File: config.mk
export PLATFORM = sky130hd
export DESIGN_NAME = nmea_rmc_field_splitter_flat
export DESIGN_NICKNAME = d
export VERILOG_FILES = /design/src/sv/nmea_rmc_pkg.sv /design/src/sv/nmea_rmc_if.sv /design/src/sv/nmea_rmc_in_stage.sv /design/src/sv/nmea_rmc_parser.sv /design/src/sv/nmea_rmc_out_stage.sv /design/src/sv/nmea_rmc_field_splitter.sv /design/src/flat_wrapper.sv
export SDC_FILE = /design/constraint.sdc
export NUM_CORES = 1
export LEC_CHECK = 0
export BUFFER_PORTS_ARGS = -buffer_cell sky130_fd_sc_hd__buf_2
export CAP_MARGIN = 20
export CELL_PAD_IN_SITES_DETAIL_PLACEMENT = 0
export CELL_PAD_IN_SITES_GLOBAL_PLACEMENT = 1
export CORE_MARGIN = 3
export CORE_UTILIZATION = 30
export DETAILED_ROUTE_END_ITERATION = 7
export PLACE_DENSITY_LB_ADDON = 0.1
export SYNTH_ARGS = -nofsm -noshare
export SYNTH_HDL_FRONTEND = slang
export SYNTH_HIERARCHICAL = 1
export SYNTH_SLANG_ARGS = --single-unit
File: constraint.sdc
create_clock -name clk_i -period 3.15 [get_ports clk_i]
set_clock_uncertainty 0.05 [all_clocks]
set_input_delay 0.63 -clock clk_i [delete_from_list [all_inputs] [get_ports clk_i]]
set_output_delay 0.63 -clock clk_i [all_outputs]
set_load 0.01 [all_outputs]
File: src/sv/nmea_rmc_pkg.sv
package nmea_rmc_pkg;

  localparam logic [7:0] CH_G     = 8'h47;
  localparam logic [7:0] CH_M     = 8'h4D;
  localparam logic [7:0] CH_C     = 8'h43;
  localparam logic [7:0] CH_A     = 8'h41;
  localparam logic [7:0] CH_V     = 8'h56;
  localparam logic [7:0] CH_NL    = 8'h0A;
  localparam logic [7:0] CH_COMMA = 8'h2C;

  localparam logic [2:0] HDR_LEN    = 3'd5;
  localparam logic [2:0] HDR_POS_M  = 3'd3;
  localparam logic [2:0] HDR_POS_C  = 3'd4;
  localparam logic [3:0] LAST_FIELD = 4'd9;

  typedef enum logic [1:0] {
    KIND_CHAR  = 2'd0,
    KIND_CLOSE = 2'd1,
    KIND_END   = 2'd2,
    KIND_ABORT = 2'd3
  } kind_e;

  typedef enum logic [1:0] {
    FIX_UNKNOWN = 2'd0,
    FIX_VALID   = 2'd1,
    FIX_VOID    = 2'd2
  } fix_e;

  typedef enum logic [3:0] {
    ST_IDLE    = 4'b0001,
    ST_HDR     = 4'b0010,
    ST_BODY    = 4'b0100,
    ST_DISCARD = 4'b1000
  } state_e;

  typedef struct packed {
    logic [7:0] rx_byte;
    logic       chunk_last;
  } in_beat_t;

  typedef struct packed {
    logic [3:0] field_index;
    logic [7:0] char_code;
    kind_e      kind;
    fix_e       fix_status;
  } out_beat_t;

endpackage

File: src/sv/nmea_rmc_if.sv
interface nmea_rmc_in_if;
  import nmea_rmc_pkg::*;

  logic       valid;
  logic       ready;
  logic [7:0] rx_byte;
  logic       chunk_last;

  modport source (output valid, output rx_byte, output chunk_last, input ready);
  modport sink   (input valid, input rx_byte, input chunk_last, output ready);
endinterface

interface nmea_rmc_out_if;
  import nmea_rmc_pkg::*;

  logic       valid;
  logic       ready;
  logic [3:0] field_index;
  logic [7:0] char_code;
  kind_e      kind;
  fix_e       fix_status;

  modport source (output valid, output field_index, output char_code, output kind,
                  output fix_status, input ready);
  modport sink   (input valid, input field_index, input char_code, input kind,
                  input fix_status, output ready);
endinterface

File: src/sv/nmea_rmc_in_stage.sv
module nmea_rmc_in_stage (
  input  logic                   clk_i,
  input  logic                   rst_ni,
  nmea_rmc_in_if.sink            in_i,
  input  logic                   item_take_i,
  output logic                   item_valid_o,
  output nmea_rmc_pkg::in_beat_t item_o
);
  import nmea_rmc_pkg::*;

  logic     valid_q, valid_d;
  in_beat_t beat_q;
  logic     load;

  assign in_i.ready = !valid_q || item_take_i;
  assign load       = in_i.valid && in_i.ready;

  always_comb begin
    valid_d = valid_q;
    if (load) begin
      valid_d = 1'b1;
    end else if (item_take_i) begin
      valid_d = 1'b0;
    end
  end

  always_ff @(posedge clk_i or negedge rst_ni) begin
    if (!rst_ni) begin
      valid_q <= 1'b0;
    end else begin
      valid_q <= valid_d;
    end
  end

  always_ff @(posedge clk_i) begin
    if (load) begin
      beat_q <= '{rx_byte: in_i.rx_byte, chunk_last: in_i.chunk_last};
    end
  end

  assign item_valid_o = valid_q;
  assign item_o       = beat_q;

endmodule

File: src/sv/nmea_rmc_parser.sv
module nmea_rmc_parser (
  input  logic                    clk_i,
  input  logic                    rst_ni,
  input  logic                    item_valid_i,
  input  nmea_rmc_pkg::in_beat_t  item_i,
  output logic                    item_take_o,
  input  logic                    res_free_i,
  output logic                    res_load_o,
  output nmea_rmc_pkg::out_beat_t res_o
);
  import nmea_rmc_pkg::*;

  state_e     st_q, st_d;
  logic [2:0] pos_q, pos_d;
  logic       good_q, good_d;
  logic [3:0] field_q, field_d;
  fix_e       status_q, status_d;

  logic       res_valid;
  out_beat_t  res;
  logic       in_field;
  logic [7:0] b;

  assign b        = item_i.rx_byte;
  assign in_field = (field_q != 4'd0) && (field_q <= LAST_FIELD);

  always_comb begin
    st_d      = st_q;
    pos_d     = pos_q;
    good_d    = good_q;
    field_d   = field_q;
    status_d  = status_q;
    res_valid = 1'b0;
    res       = '{field_index: 4'd0, char_code: 8'd0, kind: KIND_CHAR, fix_status: status_q};

    priority if (st_q == ST_IDLE) begin
      if (b == CH_G && !item_i.chunk_last) begin
        st_d     = ST_HDR;
        pos_d    = 3'd1;
        good_d   = 1'b1;
        field_d  = 4'd0;
        status_d = FIX_UNKNOWN;
      end
    end else if (b == CH_NL || item_i.chunk_last) begin
      if (st_q == ST_BODY) begin
        res_valid = 1'b1;
        res.kind  = (b == CH_NL) ? KIND_END : KIND_ABORT;
      end
      st_d     = ST_IDLE;
      pos_d    = 3'd0;
      good_d   = 1'b0;
      field_d  = 4'd0;
      status_d = FIX_UNKNOWN;
    end else begin
      unique case (st_q)
        ST_HDR: begin
          if ((pos_q == HDR_POS_M && b != CH_M) || (pos_q == HDR_POS_C && b != CH_C)) begin
            good_d = 1'b0;
          end
          pos_d = pos_q + 3'd1;
          if (pos_d == HDR_LEN) begin
            st_d = good_d ? ST_BODY : ST_DISCARD;
          end
        end
        ST_BODY: begin
          if (b == CH_COMMA) begin
            if (field_q <= LAST_FIELD) begin
              field_d = field_q + 4'd1;
            end
            if (in_field) begin
              res_valid       = 1'b1;
              res.field_index = field_q;
              res.kind        = KIND_CLOSE;
            end
          end else if (in_field) begin
            if (field_q == 4'd2 && status_q == FIX_UNKNOWN) begin
              if (b == CH_A) begin
                status_d = FIX_VALID;
              end else if (b == CH_V) begin
                status_d = FIX_VOID;
              end
            end
            res_valid       = 1'b1;
            res.field_index = field_q;
            res.char_code   = b;
            res.fix_status  = status_d;
          end
        end
        default: begin
        end
      endcase
    end
  end

  assign item_take_o = item_valid_i && (!res_valid || res_free_i);
  assign res_load_o  = item_take_o && res_valid;
  assign res_o       = res;

  always_ff @(posedge clk_i or negedge rst_ni) begin
    if (!rst_ni) begin
      st_q     <= ST_IDLE;
      pos_q    <= 3'd0;
      good_q   <= 1'b0;
      field_q  <= 4'd0;
      status_q <= FIX_UNKNOWN;
    end else if (item_take_o) begin
      st_q     <= st_d;
      pos_q    <= pos_d;
      good_q   <= good_d;
      field_q  <= field_d;
      status_q <= status_d;
    end
  end

`ifndef NO_ASSERTIONS
  a_hdr_pos: assert property (@(posedge clk_i) disable iff (!rst_ni)
    st_q == ST_HDR |-> (pos_q >= 3'd1 && pos_q < HDR_LEN))
    else $error("header position out of range");

  a_idle_clean: assert property (@(posedge clk_i) disable iff (!rst_ni)
    st_q == ST_IDLE |-> (field_q == 4'd0 && status_q == FIX_UNKNOWN))
    else $error("idle with stale sentence state");

  a_field_sat: assert property (@(posedge clk_i) disable iff (!rst_ni)
    field_q <= LAST_FIELD + 4'd1)
    else $error("field counter beyond saturation");

  a_field_res: assert property (@(posedge clk_i) disable iff (!rst_ni)
    res_load_o && (res.kind == KIND_CHAR || res.kind == KIND_CLOSE)
      |-> (st_q == ST_BODY && res.field_index >= 4'd1 && res.field_index <= LAST_FIELD))
    else $error("field result outside fields one to nine");

  a_status_hold: assert property (@(posedge clk_i) disable iff (!rst_ni)
    (st_q == ST_BODY && status_q != FIX_UNKNOWN) |=> (st_q == ST_IDLE || $stable(status_q)))
    else $error("fix status changed after first set");
`endif

endmodule

File: src/sv/nmea_rmc_out_stage.sv
module nmea_rmc_out_stage (
  input  logic                    clk_i,
  input  logic                    rst_ni,
  input  logic                    res_load_i,
  input  nmea_rmc_pkg::out_beat_t res_i,
  output logic                    res_free_o,
  nmea_rmc_out_if.source          out_o
);
  import nmea_rmc_pkg::*;

  logic      valid_q, valid_d;
  out_beat_t beat_q;

  assign res_free_o = !valid_q || out_o.ready;

  always_comb begin
    valid_d = valid_q;
    if (res_load_i) begin
      valid_d = 1'b1;
    end else if (out_o.ready) begin
      valid_d = 1'b0;
    end
  end

  always_ff @(posedge clk_i or negedge rst_ni) begin
    if (!rst_ni) begin
      valid_q <= 1'b0;
    end else begin
      valid_q <= valid_d;
    end
  end

  always_ff @(posedge clk_i) begin
    if (res_load_i) begin
      beat_q <= res_i;
    end
  end

  assign out_o.valid       = valid_q;
  assign out_o.field_index = beat_q.field_index;
  assign out_o.char_code   = beat_q.char_code;
  assign out_o.kind        = beat_q.kind;
  assign out_o.fix_status  = beat_q.fix_status;

endmodule

File: src/sv/nmea_rmc_field_splitter.sv
// Channel  Dir  Payload                                      Handshake
// in_i     in   rx_byte[7:0], chunk_last                     valid/ready
// out_o    out  field_index[3:0], char_code[7:0], kind[1:0], valid/ready
//               fix_status[1:0]
//
// One byte per cycle sustained while out_o is ready; a taken byte is held in the input
// register, passes the parser, and its result is held in the result register for out_o.
// Reset clears the stage valids and the sentence state; payload registers are not reset.
// A stalled result register holds back only bytes that produce a result; bytes that
// produce none keep flowing.
module nmea_rmc_field_splitter (
  input  logic          clk_i,
  input  logic          rst_ni,
  nmea_rmc_in_if.sink   in_i,
  nmea_rmc_out_if.source out_o
);
  import nmea_rmc_pkg::*;

  logic      item_valid;
  in_beat_t  item;
  logic      item_take;
  logic      res_free;
  logic      res_load;
  out_beat_t res;

  nmea_rmc_in_stage u_in_stage (
    .clk_i        (clk_i),
    .rst_ni       (rst_ni),
    .in_i         (in_i),
    .item_take_i  (item_take),
    .item_valid_o (item_valid),
    .item_o       (item)
  );

  nmea_rmc_parser u_parser (
    .clk_i        (clk_i),
    .rst_ni       (rst_ni),
    .item_valid_i (item_valid),
    .item_i       (item),
    .item_take_o  (item_take),
    .res_free_i   (res_free),
    .res_load_o   (res_load),
    .res_o        (res)
  );

  nmea_rmc_out_stage u_out_stage (
    .clk_i      (clk_i),
    .rst_ni     (rst_ni),
    .res_load_i (res_load),
    .res_i      (res),
    .res_free_o (res_free),
    .out_o      (out_o)
  );

endmodule
File: src/flat_wrapper.sv
// flat-port wrapper written by rule: the top's interface ports become plain ports
module nmea_rmc_field_splitter_flat import nmea_rmc_pkg::*;
  (clk_i, rst_ni, in_i_valid, in_i_rx_byte, in_i_chunk_last, in_i_ready, out_o_valid, out_o_field_index, out_o_char_code, out_o_kind, out_o_fix_status, out_o_ready);
  nmea_rmc_in_if in_i_i ();
  nmea_rmc_out_if out_o_i ();
  input  logic clk_i;
  input  logic rst_ni;
  input wire logic [$bits(in_i_i.valid)-1:0] in_i_valid;
  input wire logic [$bits(in_i_i.rx_byte)-1:0] in_i_rx_byte;
  input wire logic [$bits(in_i_i.chunk_last)-1:0] in_i_chunk_last;
  output wire logic [$bits(in_i_i.ready)-1:0] in_i_ready;
  output wire logic [$bits(out_o_i.valid)-1:0] out_o_valid;
  output wire logic [$bits(out_o_i.field_index)-1:0] out_o_field_index;
  output wire logic [$bits(out_o_i.char_code)-1:0] out_o_char_code;
  output wire logic [$bits(out_o_i.kind)-1:0] out_o_kind;
  output wire logic [$bits(out_o_i.fix_status)-1:0] out_o_fix_status;
  input wire logic [$bits(out_o_i.ready)-1:0] out_o_ready;
  assign in_i_i.valid = in_i_valid;
  assign in_i_i.rx_byte = in_i_rx_byte;
  assign in_i_i.chunk_last = in_i_chunk_last;
  assign in_i_ready = in_i_i.ready;
  assign out_o_valid = out_o_i.valid;
  assign out_o_field_index = out_o_i.field_index;
  assign out_o_char_code = out_o_i.char_code;
  assign out_o_kind = out_o_i.kind;
  assign out_o_fix_status = out_o_i.fix_status;
  assign out_o_i.ready = out_o_ready;
  nmea_rmc_field_splitter u_core (.clk_i(clk_i), .rst_ni(rst_ni), .in_i(in_i_i), .out_o(out_o_i));
endmodule
== Word level (Yosys, flattened, before mapping) ==
Index checks and enable logic that the tools add are counted.

* Input port bits: 13
* Logic and storage cells: 119
* Output and inout bits: 18
* Flip-flop bits (word level): 41

* Bitwise logic cells: 2
* Add/sub/neg operators: 2
* Equality and inequality tests: 15
* Muxes and demuxes: 54
* Reductions and logical operators: 32
* Order comparisons: 1

{| class="wikitable"
|+ Operators with widths
! kind !! number
|-
| 4-bit two-way mux || 14
|-
| 2-bit two-way mux || 14
|-
| 8-bit by 7-bit equality test with 1-bit output (second input constant) || 3
|-
| 1-bit two-way mux || 19
|-
| 16-bit two-way mux || 1
|-
| 8-bit by 7-bit != test with 1-bit output (second input constant) || 2
|-
| 3-bit nonzero test || 5
|-
| 12-bit two-way mux || 1
|-
| 3-bit two-way mux || 4
|-
| 4-bit by 2-bit equality test with 1-bit output (second input constant) || 2
|-
| 8-bit by 4-bit equality test with 1-bit output (second input constant) || 1
|-
| 8-bit by 6-bit equality test with 1-bit output (second input constant) || 1
|-
| 1-bit logical AND || 8
|-
| 8-bit two-way mux || 1
|-
| 3-bit equality test (second input constant) || 2
|-
| 3-bit AND reduction || 2
|-
| 1-bit logical OR || 5
|-
| 5-bit AND reduction || 1
|-
| 5-bit OR reduction || 1
|-
| 4-bit by 1-bit adder with 4-bit output (second input constant) || 1
|-
| 4-bit by 1-bit equality test with 1-bit output (second input constant) || 1
|-
| 4-bit by 3-bit equality test with 1-bit output (second input constant) || 1
|-
| 4-bit <= comparator (second input constant) || 1
|-
| 1-bit zero test || 4
|-
| 9 further kinds || 11
|}

== Longest topological paths before layout ==
Gate-level depths: netlist of run 1.

* Word-level depth: 12
* Depth in mapped cells: 8
* Gate-level depth less buffers: 8

== Modules after synthesis ==
The synthesis of run 1 kept the hierarchy.

{| class="wikitable"
|+ By module, submodules not included
! module !! cells an instance !! area an instance (µm²) !! instances
|-
| nmea_rmc_parser || 142 || 1,316.3 || 1
|-
| nmea_rmc_out_stage || 19 || 528.0 || 1
|-
| nmea_rmc_in_stage || 13 || 324.1 || 1
|}

== Least setup slack after synthesis of run 1 ==
Ideal clock, no wire load.

* Path kind: flip-flop to flip-flop
* From: register u_core.u_in_stage.beat_q, in the netlist u_core/u_in_stage/item_o[3]
* To: register u_core.u_out_stage.beat_q, in the netlist u_core/u_out_stage/out_o.char_code[0] (enable)
* Setup time: 0.416 ns
* Data arrival time: 2.591 ns
* Stages on the path, launching flop included: 4
* Path slack: 0.093 ns
* Data required time: 2.684 ns
* Cell sequence: edfxtp_1 > nor4b_1 > a21oi_2 > a211oi_1

* Word-level cells in the longest chain between the ends: 8

{| class="wikitable"
|+ Ends and longest elaborated chain
! element !! RTL line !! RTL
|-
| start, declared || nmea_rmc_in_stage.sv:12 || <nowiki>in_beat_t beat_q;</nowiki>
|-
| start signal, assigned || nmea_rmc_in_stage.sv:37 || <nowiki>beat_q <= '{rx_byte: in_i.rx_byte, chunk_last: in_i.chunk_last};</nowiki>
|-
| 8-bit by 4-bit equality test with 1-bit output * || nmea_rmc_parser.sv:44 || <nowiki>end else if (b == CH_NL || item_i.chunk_last) begin</nowiki>
|-
| 1-bit logical OR * || nmea_rmc_parser.sv:44 ||
|-
| 1-bit two-way mux * || nmea_rmc_parser.sv:44 ||
|-
| 1-bit two-way mux * || nmea_rmc_parser.sv:36 || <nowiki>priority if (st_q == ST_IDLE) begin</nowiki>
|-
| 1-bit zero test || nmea_rmc_parser.sv:95 || <nowiki>assign item_take_o = item_valid_i && (!res_valid || res_free_i);</nowiki>
|-
| 1-bit logical OR || nmea_rmc_parser.sv:95 ||
|-
| 1-bit logical AND || nmea_rmc_parser.sv:95 ||
|-
| 1-bit logical AND * || nmea_rmc_parser.sv:96 || <nowiki>assign res_load_o = item_take_o && res_valid;</nowiki>
|-
| named net u_core.res_load || nmea_rmc_field_splitter.sv:23 || <nowiki>logic res_load;</nowiki>
|-
| end signal, assigned || nmea_rmc_out_stage.sv:35 || <nowiki>beat_q <= res_i;</nowiki>
|-
| end, declared || nmea_rmc_out_stage.sv:12 || <nowiki>out_beat_t beat_q;</nowiki>
|}

Mark *: on every way through the listed nets, which the timed path passes. The rest lies on a longest branch.
A chain may end at the register's enable or synchronous reset.

== Final worst setup path of run 1 ==
* From: register u_core.u_parser.field_q[0]
* To: output in_i_ready

* Word-level cells in the longest chain between the ends: 10
* Elaborated cells on any way between the ends: 11

{| class="wikitable"
|+ Ends and longest elaborated chain
! element !! RTL line !! RTL
|-
| start, declared || nmea_rmc_parser.sv:16 || <nowiki>logic [3:0] field_q, field_d;</nowiki>
|-
| start signal, assigned || nmea_rmc_parser.sv:110 || <nowiki>field_q <= field_d;</nowiki>
|-
| 4-bit <= comparator or 4-bit nonzero test (tied branches) || nmea_rmc_parser.sv:25 || <nowiki>assign in_field = (field_q != 4'd0) && (field_q <= LAST_FIELD);</nowiki>
|-
| 1-bit logical AND * || nmea_rmc_parser.sv:25 ||
|-
| 1-bit two-way mux * || nmea_rmc_parser.sv:70, nmea_rmc_parser.sv:75 ||
|-
| 1-bit two-way mux * || nmea_rmc_parser.sv:55 || <nowiki>unique case (st_q)</nowiki>
|-
| 1-bit two-way mux * || nmea_rmc_parser.sv:44 ||
|-
| 1-bit two-way mux * || nmea_rmc_parser.sv:36 ||
|-
| 1-bit zero test * || nmea_rmc_parser.sv:95 ||
|-
| 1-bit logical OR * || nmea_rmc_parser.sv:95 ||
|-
| 1-bit logical AND * || nmea_rmc_parser.sv:95 ||
|-
| named net u_core.item_take || nmea_rmc_field_splitter.sv:21 || <nowiki>logic item_take;</nowiki>
|-
| 1-bit logical OR * || nmea_rmc_in_stage.sv:15 || <nowiki>assign in_i.ready = !valid_q || item_take_i;</nowiki>
|-
| end, declared || flat_wrapper.sv:11 || <nowiki>output wire logic [$bits(in_i_i.ready)-1:0] in_i_ready;</nowiki>
|}

Marked as above.

==> results of run 1 <==
[synthesized netlist by cell type, types with 6 or more instances]
master    number  area (µm²)
edfxtp_1      25         751
dfrtp_1       15         375
nor2_1        12        45.0
ha_1           9         113
nand2_1        7        26.3
o21ai_0        7        35.0
and2_1         6        37.5
inv_1          6        22.5
nor3_1         6        30.0
nor4b_1        6        52.6
o31ai_1        6        45.0
[flip-flops by register name, summed over array words and instances, names as in the netlist]
register	flops
u_core/u_in_stage/item_o	9
u_core/u_out_stage/out_o.char_code	8
u_core/u_out_stage/out_o.field_index	4
u_core/u_parser/field_q	4
u_core/u_parser/st_q	4
u_core/u_parser/pos_q	3
u_core/u_out_stage/out_o.fix_status	2
u_core/u_out_stage/out_o.kind	2
u_core/u_parser/status_q	2
u_core/u_in_stage/item_valid_o	1
u_core/u_out_stage/out_o.valid	1
u_core/u_parser/good_q	1
[per-stage QoR]
step	std cells	area (µm²)
finish	310	2540
global route	310	2540
CTS	310	2540
detailed placement	302	2450
global placement	302	2450
floorplan	174	2170
[final timing paths]
kind	to	slack (ns)	cells after the start	from
max in group asynchronous	u_core/u_parser/st_q[0]$_DFFE_PN1P_	2.53	1	rst_ni
worst max-delay path	in_i_ready	0.17	8	u_core/u_parser/field_q[0]$_DFFE_PN0P_
worst max register to register	u_core/u_parser/good_q$_DFFE_PN0P_	0.48	5	u_core/u_in_stage/item_o[6]$_DFFE_PP_
worst min-delay path	u_core/u_out_stage/out_o.valid$_DFFE_PN0P_	0.20	1	rst_ni
min in group clk_i	u_core/u_in_stage/item_o[4]$_DFFE_PP_	0.46	1	in_i_rx_byte[3]
worst min register to register	u_core/u_parser/pos_q[2]$_DFFE_PN0P_	0.50	1	u_core/u_parser/pos_q[2]$_DFFE_PN0P_
[cells by family after synthesis]
logic type / count (synthesis)
AOI/OAI and AO/OA: 41
xor gates and xnor gates: 1
adders and majority gates: 9
buffers and inverters: 10
DFF: 41
muxes: 4
and+or+nand+nor: 68
[metal layers]
metal | wire length (µm) | GRT usage [%] | vias to the layer above | part of all wire [%]
li1 | - | - | 744 | -
met1 | 2380 | 16.0 | 749 | 48
met2 | 2430 | 20.6 | 30 | 49
met3 | 151 | 2.73 | 4 | 3.0
met4 | 35 | 3.14 | 0 | 0.70
met5 | 0 | 0 | - | 0
[cell type report]
cell class / count / share of cell area, %
timing repair buffer: 35 / 7.40
clock inverter: 2 / 0.394
tap: 96 / 4.73
clock buffer: 6 / 2.86
sequential: 41 / 45.4
multi-input combinational: 123 / 38.1
inverter: 7 / 1.13
[power by group through the flow]
stage | Clock [mW] | Combinational (mW) | Sequential, mW
finish | 0.335 | 0.424 | 0.689
floorplan | 0 | 0.350 | 0.673
global placement | 0 | 0.419 | 0.696
detailed placement | 0 | 0.426 | 0.699
global route | 0.369 | 0.474 | 0.698
CTS | 0.356 | 0.427 | 0.688
==> summary.txt, run 1 <==
Hold Vio Cnt, Final -> 0
IO buf count -> 30
Antenna Nets Post-Route -> 0
Io pins -> 31
DRC Markers -> 0
WL final -> 5000 µm
Final worst-path cycle share -> 94.7%
P_sw -> 0.495 mW
Worst hold path class -> in -> async
Crit-path cells -> inv_1 -> ha_1 -> o21bai_1 -> mux2_2 -> a31oi_4 -> inv_4 -> nand2b_4 -> buf_2
Post-Syn Area -> 2170 µm²
Compound-gate portion of the synthesized area -> 16.4%
Fin worst setup slack -> 0.166 ns
Reg power frac -> 47.6%
Syn_nets -> 196
Mux contribution to synthesized area -> 2.37%
Hpwl dp -> 3800 µm
Final core occ -> 36.7%
Largest net degree at the start of global routing -> 18
# hold bufs at CTS -> 0
Sw frac -> 34.2%
Routability Congestion -> 0.807
First-pass GRT wire length -> 8080 µm
CP max FO -> 10
Share of cells above drive strength 1 -> 29.9%
Fillcell total -> 676
Status -> complete, no violations
Post-cts sizing count -> 0
Global-route usage over all layers -> 12.3%
Clock power share -> 23.2%
CTS tree -> yes
Worst skew pair latency -> 0.29 ns
Initial antenna violation count -> 0
Setup Viol. Count Final -> 0
Root buffer cell -> clkbuf_8
Commonest non-fill, non-tap cell in the layout -> buf_2
Setup TNS -> 0 ns
Clock transition at path regs -> 0.08 ns
Diodes inserted -> 0
Post-Synth XOR/XNOR Area -> 0.404%
Global route overflow -> 0
Synthesis-stage register bit count -> 41
Synth Area in Simple Gates -> 19.9%
Die area -> 8280 µm²
Slew HR -> 57.5%
Nets -> 235
Num CTS Buffers -> 5
Vias in the first global route -> 1,564
Pint -> 0.952 mW
Detailed-route via count -> 1,527
Die height -> 91.0 µm
Core area -> 6910 µm²
Area of the multi-input gates -> 966 µm²
Seq/Total Area, Yosys -> 53.1%
Critical path's top delay family -> compound AO/OA/AOI/OAI gates
Hold_ws -> 0.204 ns
Ys flop type -> edfxtp_1
Row count -> 30
Area added between synthesis and finish -> 17.0%
Worst slack, placed -> 0.464 ns
Post-Syn Area per Cell -> 12.5 µm²
P_leak -> 0.948 nW
Setup Buffers After CTS -> 0
CTS H-Tree Depth -> 2
Worst-Margin Slew -> 0.632 ns
Slowest cell on the critical path -> dfrtp_1
YS warnings -> 6
Critical path's largest stage delay -> 0.43 ns
PD cells -> 570 nW/µm²
Worst EP arrival -> 2.30 ns
Clock sinks -> 41
Post-Synth Adder-Cell Area -> 5.19%
Post-route minimum period -> 2.98 ns
Synth Instances -> 174
Synth cell types -> 55
WL/cell -> 16.1 µm
Req. time, crit path -> 2.47 ns
Max VDD drop -> 229 µV
Logic pwr share -> 29.3%
Critical path type -> reg -> out
Critical path endpoint category -> primary output
Fmax -> 335 MHz
Commonest cells after routing, fill and taps aside -> 30 x buf_2, 25 x edfxtp_1, 15 x dfrtp_1
WP buf/inv -> 3
Clock tree buffer depth -> 2
RSZ-0062 raised after global routing -> false
DR pass1 iterations -> 4
Fin. max-slew vios -> 0
Max Cap Viol -> 0
Largest family of logic cells by synthesized area -> simple AND/OR/NAND/NOR gates
1st-iter DRT viols -> 50
CP Launch Type -> flop
Final Power -> 1.45 mW
Register Area -> 1150 µm²
Starting Density -> 31.4%
DIE WIDTH -> 91.0 µm
EDFF count, synth -> 25
Avg Vias per Cell -> 4.93
Async set-reset flop share out of synthesis -> 39.0%
No activity file was read; power rests on OpenSTA's default activity.
==> run 2: changes to the inputs <==
--- a/config.mk
+++ b/config.mk
@@ -5,12 +5,14 @@
 export SDC_FILE = /design/constraint.sdc
 export NUM_CORES = 1
 export LEC_CHECK = 0
+export ABC_AREA = 1
 export BUFFER_PORTS_ARGS = -buffer_cell sky130_fd_sc_hd__buf_2
 export CAP_MARGIN = 20
 export CELL_PAD_IN_SITES_DETAIL_PLACEMENT = 0
 export CELL_PAD_IN_SITES_GLOBAL_PLACEMENT = 1
 export CORE_MARGIN = 3
 export CORE_UTILIZATION = 30
+export CTS_CLUSTER_SIZE = 10
 export DETAILED_ROUTE_END_ITERATION = 7
 export PLACE_DENSITY_LB_ADDON = 0.1
 export SYNTH_ARGS = -nofsm -noshare
==> run 2 against run 1 <==
Net effect: sequential cell count unchanged; total power increased by 17%; routed wire length decreased by 7.6%; largest cell class unchanged; global-route usage decreased by 0.28 points; hold slack improved by 0.0074 ns; maximum frequency increased by 6.3%; cell count increased by 20%; cell area increased by 3.3%; core utilization increased by 0.79 points; first-iteration DRC count increased by 56%; sequential share of layout area decreased by 1.4 points; combinational power increased by 33%.
==> summary.txt, run 2 <==
Status -> complete, no violations
Vias in the first global route -> 1,626 (+4.0%)
Commonest cells after routing, fill and taps aside -> 58 x nand2_1, 30 x buf_2, 27 x inv_1
CTS H-Tree Depth -> 2 (unchanged)
EDFF count, synth -> 25 (unchanged)
Worst hold path class -> in -> async
Post-cts sizing count -> 0 (unchanged)
Pint -> 1.07 mW (+12%)
Area contributors post-synth -> edfxtp_1 34%, dfrtp_1 17%, nand2_1 9.8%
Logic pwr share -> 33.2% (+3.9 points)
RR Startpoint -> u_core/u_parser/field_q[0]$_DFFE_PN0P_
Setup Viol. Count Final -> 0 (unchanged)
Post-Syn Area -> 2230 µm² (+2.9%)
Die area -> 8510 µm² (+2.7%)
Post-route minimum period -> 2.81 ns (-0.177 ns)
Area added between synthesis and finish -> 17.4%
WP buf/inv -> 4 (+1)
Routability Congestion -> 0.728 (-9.8%)
WL final -> 4620 µm (-7.6%)
Post-synth top area share -> 33.7% (-0.97 points)
Critical R2R Capture -> u_core/u_out_stage/out_o.fix_status[1]$_DFFE_PP_
DIE WIDTH -> 92.2 µm (+1.3%)
Num CTS Buffers -> 5 (unchanged)
Global-route usage over all layers -> 12.0% (-0.28 points)
Hpwl dp -> 3530 µm (-7.0%)
Setup TNS -> 0 ns (unchanged)
Critical path endpoint category -> primary output
Initial antenna violation count -> 0 (unchanged)
Clock transition at path regs -> 0.08 ns (about the same)
Final Power -> 1.69 mW (+17%)
Fmax -> 356 MHz (+6.3%)
Starting Density -> 32.0% (+0.56 points)
Worst-Margin Slew -> 0.631 ns (-0.000846 ns)
Clock tree buffer depth -> 2 (unchanged)
Detailed-route via count -> 1,567 (+2.6%)
Number of flip-flops in the largest register -> 9 (unchanged)
Antenna Nets Post-Route -> 0 (unchanged)
YS warnings -> 6 (unchanged)
Avg Vias per Cell -> 4.21 (-14%)
Worst EP arrival -> 2.13 ns (-0.17 ns)
Fillcell total -> 751 (+11%)
Fin area -> 2620 µm² (+3.3%)
Post-Syn Area per Cell -> 9.41 µm² (-24%)
Placed inst area -> 2510 µm² (+2.2%)
Critical path type -> reg -> out
Max Cap Viol -> 0 (unchanged)
IO buf count -> 30 (unchanged)
Clock power share -> 25.4% (+2.2 points)
P_sw -> 0.622 mW (+26%)
Clock sinks -> 41 (unchanged)
1st-iter DRT viols -> 78 (+56%)
Final worst-path cycle share -> 89.1% (-5.6 points)
CTS tree -> yes
Worst skew pair latency -> 0.29 ns (about the same)
Ys flop type -> edfxtp_1
Setup Buffers After CTS -> 0 (unchanged)
Hold Vio Cnt, Final -> 0 (unchanged)
Async set-reset flop share out of synthesis -> 39.0% (unchanged)
Syn_nets -> 259 (+32%)
Fin. max-slew vios -> 0 (unchanged)
Seq/Total Area, Yosys -> 51.7% (-1.5 points)
Slew HR -> 57.9% (+0.36 points)
Row count -> 30 (unchanged)
P_leak -> 1.27 nW (+34%)
Share of cells above drive strength 1 -> 28.3% (-1.6 points)
WL/cell -> 12.4 µm (-23%)
Reg2Reg Setup Slack -> 0.64 ns (+0.16 ns)
Synth Instances -> 237 (+36%)
Core area -> 6980 µm² (+1.1%)
Io pins -> 31 (unchanged)
Commonest non-fill, non-tap cell in the layout -> nand2_1
Synthesis-stage register bit count -> 41 (unchanged)
Reg power frac -> 41.3% (-6.3 points)
Crit-path cells -> inv_1 -> ha_1 -> o21ai_2 -> nand2_1 -> nand3_1 -> nand2_4 -> nand2_4 -> nand2_8 -> inv_6 -> inv_1 -> nand2_1 -> buf_2
Synth cell types -> 30 (-45%)
Most common cell in the netlist -> nand2_1
Req. time, crit path -> 2.47 ns (about the same)
Root buffer cell -> clkbuf_8
Max VDD drop -> 269 µV (+17%)
DRC Markers -> 0 (unchanged)
Leading area contributor after synthesis -> edfxtp_1
Nets -> 297 (+26%)
CP max FO -> 8 (-2)
Synth top cells by count -> 58 x nand2_1, 27 x inv_1, 25 x edfxtp_1
# hold bufs at CTS -> 0 (unchanged)
Diodes inserted -> 0 (unchanged)
Die height -> 92.2 µm (+1.3%)
Worst r2r path cells -> 11 (+6)
DR pass1 iterations -> 4 (unchanged)
Largest net degree at the start of global routing -> 18 (unchanged)
Critical path's largest stage delay -> 0.43 ns (about the same)
RSZ-0062 raised after global routing -> false
Slowest cell on the critical path -> dfrtp_1
Critical path's top delay family -> simple AND/OR/NAND/NOR gates
CP Launch Type -> flop
PD cells -> 646 nW/µm² (+13%)
Global route overflow -> 0 (unchanged)
Sw frac -> 36.7% (+2.5 points)
First-pass GRT wire length -> 7960 µm (-1.5%)
Final core occ -> 37.5% (+0.79 points)
==> run 2: through the flow <==
step           instances  setup slack (ns)  hold WS (ns)
2_1_floorplan        237             0.751         0.284
3_3_place_gp         364             0.656         0.409
3_5_place_dp         364             0.616         0.411
4_1_cts              372             0.299         0.221
5_1_grt              372            0.0716         0.225
6_report             372             0.343         0.211
==> run 2: power by group through the flow <==
stage | sequential [mW] | combinational (mW) | clock (mW)
final | 0.700 | 0.563 | 0.430
after global routing | 0.709 | 0.655 | 0.469
after CTS | 0.700 | 0.575 | 0.448
after detailed placement | 0.712 | 0.572 | 0
after global placement | 0.711 | 0.577 | 0
after floorplan | 0.703 | 0.448 | 0
==> run 2: metal layers <==
layer	track usage, %	part of all wire (%)	vias up
li1	-	-	836
met3	2.95	4.4	8
met5	0	0	-
met1	16.2	50	690
met4	4.58	2.0	0
met2	18.6	43	33
==> run 2: cell families after synthesis <==
kind of cell / Yosys count / share of synthesized area [%]
flip-flops: 41 / 51.7
buffers and inverters: 39 / 6.90
adder cells (fa/ha/maj): 9 / 5.05
AO/OA/AOI/OAI: 12 / 3.14
AND/OR/NAND/NOR: 135 / 32.9
XOR/XNOR: 1 / 0.393
==> run 2: final cells by class <==
class                           count  area (µm²)  share of cell area [%]
Tap cell                           96         120                    4.58
Timing Repair Buffer               31         158                    6.02
Sequential cell                    41        1150                    44.0
Clock buffer                        6        72.6                    2.77
Multi-Input combinational cell    157         925                    35.3
Clock inverter                      2        38.8                    1.48
Inverter                           39         154                    5.87
==> run 2: worst max path at each step <==
stage                                            from                                              end  slack [ns]  cells past startpoint
4_1_cts        u_core/u_parser/field_q[0]$_DFFE_PN0P_                                       in_i_ready        0.30                     12
6_report       u_core/u_parser/field_q[0]$_DFFE_PN0P_                                       in_i_ready        0.34                     12
2_1_floorplan  u_core/u_parser/field_q[0]$_DFFE_PN0P_            u_core/u_in_stage/item_o[0]$_DFFE_PP_        0.75                     11
3_3_place_gp   u_core/u_parser/field_q[0]$_DFFE_PN0P_                                       in_i_ready        0.66                     12
5_1_grt        u_core/u_parser/field_q[0]$_DFFE_PN0P_                                       in_i_ready        0.07                     12
3_5_place_dp   u_core/u_parser/field_q[0]$_DFFE_PN0P_  u_core/u_out_stage/out_o.char_code[0]$_DFFE_PP_        0.62                     11
